`src/hdl/epu_pkg.sv`:
```
package epu_pkg;

    localparam int unsigned WORK_W = 34;
    localparam int unsigned PROD_W = 2 * WORK_W;

    typedef logic signed [WORK_W-1:0] work_t;
    typedef logic signed [PROD_W-1:0] prod_t;

    // opcodes
    localparam logic [2:0] OP_FORWARD  = 3'd0;
    localparam logic [2:0] OP_BACKWARD = 3'd1;
    localparam logic [2:0] OP_LEFT     = 3'd2;
    localparam logic [2:0] OP_RIGHT    = 3'd3;
    localparam logic [2:0] OP_LOOK     = 3'd4;
    localparam logic [2:0] OP_PLACE    = 3'd5;

    // configuration register indexes
    localparam int unsigned CFG_IDX_W = 3;
    localparam logic [CFG_IDX_W-1:0] REG_MOVE_SPEED  = 3'd0;
    localparam logic [CFG_IDX_W-1:0] REG_LOOK_SENS   = 3'd1;
    localparam logic [CFG_IDX_W-1:0] REG_WORLD_UP_X  = 3'd2;
    localparam logic [CFG_IDX_W-1:0] REG_WORLD_UP_Y  = 3'd3;
    localparam logic [CFG_IDX_W-1:0] REG_WORLD_UP_Z  = 3'd4;

    // angles, Q.16 degrees
    localparam logic signed [36:0] DEG_FULL    = 37'sd23592960;
    localparam logic signed [36:0] DEG_HALF    = 37'sd11796480;
    localparam logic signed [25:0] DEG_QUARTER = 26'sd5898240;
    localparam logic signed [32:0] PITCH_LIMIT = 33'sd5832704;
    localparam logic signed [36:0] WRAP_BIAS   = DEG_FULL * 37'sd512;
    localparam work_t DEG_TO_RAD_Q32  = 34'sd74961321;
    localparam work_t CORDIC_GAIN_Q30 = 34'sd652032874;

    // 360 degrees is 45 * 2^19 in Q.16: shift out 2^19, then divide by 45
    // with a reciprocal that is exact for quotients below 2^16
    localparam int unsigned WRAP_PRE_SHIFT   = 19;
    localparam int unsigned WRAP_RECIP_SHIFT = 21;
    localparam work_t       WRAP_RECIP       = 34'sd46604;

    // reciprocal square root seeds, Q.28
    localparam work_t RSQRT_SEED_0 = 34'sd429496730;
    localparam work_t RSQRT_SEED_1 = 34'sd308700774;
    localparam work_t RSQRT_SEED_2 = 34'sd220117074;
    localparam work_t RSQRT_SEED_3 = 34'sd171798692;

    localparam logic signed [15:0] UNIT_Q14 = 16'sd16384;

    typedef struct packed {
        logic [2:0]         opcode;
        logic [15:0]        delta_time;
        logic signed [31:0] angle_a;
        logic signed [31:0] angle_b;
        logic               constrain_pitch;
        logic signed [31:0] place_x;
        logic signed [31:0] place_y;
        logic signed [31:0] place_z;
    } cmd_t;

    typedef struct packed {
        logic signed [31:0] pos_x;
        logic signed [31:0] pos_y;
        logic signed [31:0] pos_z;
        logic signed [15:0] front_x;
        logic signed [15:0] front_y;
        logic signed [15:0] front_z;
        logic signed [15:0] right_x;
        logic signed [15:0] right_y;
        logic signed [15:0] right_z;
        logic signed [15:0] up_x;
        logic signed [15:0] up_y;
        logic signed [15:0] up_z;
    } pose_t;

    // arctangent of 2^-i in Q.32 radians
    function automatic work_t atan_q32(input logic [4:0] i);
        work_t r;
        unique case (i)
            5'd0:    r = 34'sd3373259426;
            5'd1:    r = 34'sd1991351318;
            5'd2:    r = 34'sd1052175346;
            5'd3:    r = 34'sd534100635;
            5'd4:    r = 34'sd268086748;
            5'd5:    r = 34'sd134174063;
            5'd6:    r = 34'sd67103403;
            5'd7:    r = 34'sd33553749;
            5'd8:    r = 34'sd16777131;
            5'd9:    r = 34'sd8388597;
            5'd10:   r = 34'sd4194303;
            default: r = work_t'(1) <<< (6'd32 - {1'b0, i});
        endcase
        return r;
    endfunction

endpackage

```
`src/hdl/epu_mul.sv`:
```
module epu_mul
    import epu_pkg::*;
(
    input  logic  clk,
    input  work_t a,
    input  work_t b,
    output prod_t p
);

    prod_t p_reg;

    // registered signed product
    always_ff @(posedge clk)
    begin
        p_reg <= prod_t'(a) * prod_t'(b);
    end

    assign p = p_reg;

endmodule

```
`config.mk`:
```
export PLATFORM = sky130hd
export DESIGN_NAME = epu_mul
export DESIGN_NICKNAME = d
export VERILOG_FILES = /design/src/hdl/epu_pkg.sv /design/src/hdl/epu_mul.sv
export SDC_FILE = /design/constraint.sdc
export NUM_CORES = 2
export LEC_CHECK = 0
export BUFFER_PORTS_ARGS = -buffer_cell sky130_fd_sc_hd__buf_4
export CORE_UTILIZATION = 40
export CTS_CLUSTER_DIAMETER = 200
export DETAILED_ROUTE_END_ITERATION = 7
export HOLD_SLACK_MARGIN = 0.1
export PLACE_DENSITY_LB_ADDON = 0.15
export REMOVE_ABC_BUFFERS = 1
export SLEW_MARGIN = 25
export SYNTH_ARGS = -nofsm -noshare
export SYNTH_HDL_FRONTEND = slang
export SYNTH_SLANG_ARGS = --single-unit
```
`constraint.sdc`:
```
create_clock -name clk -period 14.37 [get_ports clk]
set_clock_uncertainty 0.15 [all_clocks]
set_input_delay 2.1555 -clock clk [delete_from_list [all_inputs] [get_ports clk]]
set_output_delay 2.1555 -clock clk [all_outputs]
set_load 0.01 [all_outputs]
```
After elaboration in Yosys (flattened, before gate mapping)
Cells that the tools add are included.
{"block": "word_totals", "elab_cells": 2, "reg_bits": 68}
{"block": "classes", "mul": 1}
{"operator": "34-bit by 34-bit multiplier with 68-bit output", "count": 1}

Depth between registers and ports, before layout
{"block": "logic_depth", "word_depth": 1, "ltp_mapped": 31}

Worst setup path after synthesis
No wires, ideal clock.
{"block": "synth_path", "path_kind": "in2reg", "from": "in a[33]", "to": "reg p_reg[65], in the netlist p[65]", "path_slack_ns": 4.574, "t_arrival_ns": 9.573, "cell_stages": 24, "cell_sequence": "clkbuf_1 nand2_1 inv_1 fa_1 fa_1 fa_1 fa_1 inv_1 fa_1 fa_1 fa_1 fa_1 inv_1 ha_1 clkdlybuf4s50_2 nand3_1 or2_2 nor2_1 a221oi_1 o21ai_0 a31oi_2 nor2_2 o41ai_2 xnor2_1"}
{"block": "synth_between", "elab_chain_cells": 1}
{"element": "start: declaration", "line": "epu_mul.sv:5", "text": "input work_t a,"}
{"element": "34-bit by 34-bit multiplier with 68-bit output", "line": "epu_mul.sv:15", "text": "p_reg <= prod_t'(a) * prod_t'(b);"}
{"element": "end signal: assignment", "line": "epu_mul.sv:15"}
{"element": "end: declaration", "line": "epu_mul.sv:10", "text": "prod_t p_reg;"}
Every way passes these cells.

Worst setup path in the final report
{"block": "layout_path", "from": "in a[33]", "to": "reg p_reg[66], in the netlist p[66]"}
The elaborated chain is that of the path after synthesis.

==> load_flow_metrics.sql <==
INSERT INTO impl_metrics (metric_group, metric, value, unit) VALUES
('die', 'floorplan.die_area', '109000', 'sq um'),
('synth', 'synth-edff-count', '0', ''),
('finish', 'finalNonFillerCells', '5888', ''),
('place', 'gp_congestion', '0.856', ''),
('grt', 'grt_overflow_total', '0', ''),
('worst_setup_path', 'crit_path_top_delay_cell', 'sky130_fd_sc_hd__fa_1', ''),
('routing', 'detailedRoute.firstPassIterationCount', '5', ''),
('synth', 'yosys.area.top_type', 'sky130_fd_sc_hd__fa_1', ''),
('finish', 'num-fill-cells', '10600', ''),
('sta', 'final_max_slew_viol_count', '0', ''),
('sta', 'setup_repair_after_global_routing_missed_its_margin', 'no', ''),
('grt', 'grt_start_max_net_pins', '35', ''),
('routing', 'drt_wl_total', '126', 'mm'),
('die', 'row_count', '119', ''),
('synth', 'yosysSeqAreaShare', '3.16', '%'),
('routing', 'avgRoutedWirePerCell', '21.4', 'microns'),
('run_status', 'result_of_the_run', 'finished clean', ''),
('synth', 'synth_area_leaders', 'sky130_fd_sc_hd__fa_1 58%, sky130_fd_sc_hd__inv_1 11%, sky130_fd_sc_hd__and2_1 9.0%', ''),
('synth', 'synth_most_common_cell', 'sky130_fd_sc_hd__fa_1', ''),
('worst_setup_path', 'cp_common_cell', 'sky130_fd_sc_hd__fa_1', ''),
('cts', 'clk_root_buffer_cell', 'sky130_fd_sc_hd__clkbuf_16', ''),
('synth', 'synthArstFlopShare', '0', '%'),
('worst_setup_path', 'cp_cell_sequence', 'buf_4, nand2_1, inv_1, fa_1, fa_1, fa_1, fa_1, fa_1, fa_1, fa_1, inv_1, fa_1, inv_1, ha_1, a21o_1, a21o_1, a21oi_1, o21ai_0, a221oi_1, o41ai_1, a31oi_4, o31ai_4, a221oi_2, xnor2_1', ''),
('grt', 'initial_antenna_violation_count', '10', ''),
('routing', 'detail-route-antenna-nets', '0', ''),
('sta', 'period_share', '73.9', '%'),
('finish', 'flip_flop_count_of_the_largest_register_all_copies_and_words_added', '68', ''),
('sta', 'timing_hold_violations_final', '0', ''),
('cts', 'count_of_hold_buffers_inserted_by_post_cts_repair', '0', ''),
('synth', 'yosysUniqueCellTypes', '69', ''),
('die', 'die_height', '330', 'microns'),
('sta', 'layout_min_cycle_time', '10.62', 'ns'),
('finish', 'post_route_cells_drive_above_1_share', '4.32', '%'),
('sta', 'timing_worst_slew_pin_value', '0.817', 'ns'),
('sta', 'tns', '0', 'ns'),
('sta', 'clock.fmax', '94.2', 'MHz'),
('cts', 'cts_buffer_depth', '2', ''),
('sta', 'slew_headroom', '45.0', '%'),
('grt', 'grt_usage', '24.7', '%'),
('routing', 'post_drt_via_cell_ratio', '4.97', ''),
('synth', 'post_synth_instance_area', '43000', 'sq um'),
('cts', 'post_cts.resized_instances', '0', ''),
('cts', 'numCtsBuffers', '9', ''),
('routing', 'vias', '29200', ''),
('worst_setup_path', 'worstPathArrival', '10.79', 'ns'),
('place', 'buffer_ports.inserted', '136', ''),
('synth', 'netlist_instances', '4554', ''),
('worst_setup_path', 'worstPathMaxFanout', '34', ''),
('worst_setup_path', 'timing.critical_path.to_type', 'register', ''),
('cts', 'ctsHtreeMaxLevel', '3', ''),
('grt', 'wire_length_of_the_first_global_routing_pass', '200', 'mm'),
('cts', 'postCtsSetupRepairBufs', '0', ''),
('finish', 'fin_util', '42.7', '%'),
('sta', 'setup_viol', '0', ''),
('cts', 'tritoncts', 'done', ''),
('synth', 'post_synth_most_frequent_cells', '1,241 x sky130_fd_sc_hd__fa_1, 1,231 x sky130_fd_sc_hd__inv_1, 621 x sky130_fd_sc_hd__and2_1, 542 x sky130_fd_sc_hd__nand2_1, 214 x sky130_fd_sc_hd__clkbuf_1', ''),
('grt', 'grt_pass1_vias', '32600', ''),
('sta', 'worst_hold_slack', '2.12', 'ns'),
('worst_setup_path', 'cp-endpoint', 'p[66]', ''),
('synth', 'synth_largest_type_area_fraction', '57.7', '%'),
('routing', 'first_iter_violations', '1679', ''),
('die', 'start_util', '40.6', '%'),
('worst_setup_path', 'timing.critical_path.required', '14.54', 'ns'),
('cts', 'clk_transition_reported_paths', '0.08', 'ns'),
('flow_run', 'max_cap_viol_count', '0', ''),
('die', 'placeableCoreArea', '106000', 'sq um'),
('die', 'die_width', '330', 'microns'),
('place', 'post-place-cells', '5863', ''),
('synth', 'ys_warn_count', '0', ''),
('routing', 'drcViolationCount', '0', ''),
('finish', 'nets', '5997', '');
-- critical path: cells and delay by family --
kind | cells | cell delay (ns)
adders and majority gates | 9 | 4.97
AOI/OAI and AO/OA | 9 | 2.65
xor gates and xnor gates | 1 | 0.14
buffers and inverters | 4 | 0.65
and+or+nand+nor | 1 | 0.16
-- final cells by class --
class                      instances  area (sq um)  share of cell area (%)
clock inverter                     6          47.5                   0.105
antenna                            9          22.5                  0.0497
timing repair buffer             146          1100                    2.42
clock buffer                      10           239                   0.528
multi-input combinational       3026         36100                    79.8
tap                             1391          1740                    3.84
sequential                        68          1360                    3.01
inverter                        1232          4620                    10.2
-- layer usage --
layer  global-route usage (%)  vias to the layer above  share of wire, %
met3                     1.77                      143               3.7
met1                     32.8                    15800                42
met5                        0                        -                 0
met4                     5.19                        0               2.1
li1                         -                    12600                 -
met2                     44.2                      659                52
-- metrics by stage --
step / worst slack, ns / instance area [sq um]
after floorplan: 5.10 / 42100
after detailed placement: 3.36 / 45000
after CTS: 3.72 / 45200
after global routing: 3.42 / 45200
final: 3.75 / 45300
after global placement: 3.31 / 45000
-- worst min-delay path by stage --
stage	startpoint	end	slack (ns)	cells after the start
after detailed placement	p[56]	p[56]	2.39	1
final	b[0]	p[0]	2.12	2
after global placement	p[45]	p[45]	2.40	1
after CTS	b[0]	p[0]	2.10	2
after global routing	b[0]	p[0]	2.13	2
after floorplan	b[0]	p[0]	2.13	1
-- cells in the final DEF, fill, tap and decap left out, drive strengths merged, types with 4 or more instances in the layout --
cell	instances
a211oi	7
a21o	37
a21oi	63
a221oi	4
a31oi	10
and2	623
and3	8
buf	146
clkbuf	10
clkinvlp	4
dfxtp	68
diode	9
fa	1241
ha	204
inv	1233
nand2	542
nand2b	20
nand3	11
nand4	11
nor2	56
nor2b	9
nor3	5
o21a	4
o21ai	41
o21bai	12
o41ai	6
or2	4
xnor2	56
xor2	23
-- kinds of logic (layout without fill, tap and decap cells) --
kind of cell | Yosys count | in the layout | synth area share [%]
adders and majority gates | 1445 | 1445 | 63.7
other | 0 | 9 | 0
xor gates and xnor gates | 79 | 79 | 1.61
DFF | 68 | 68 | 3.16
buffers and inverters | 1460 | 1394 | 12.8
and+or+nand+nor | 1296 | 1296 | 15.4
AOI/OAI and AO/OA | 206 | 206 | 3.35
Power is left out: the tool's default activity adds up to more than one toggle a clock period on the data nets, which glitch-free logic cannot reach.
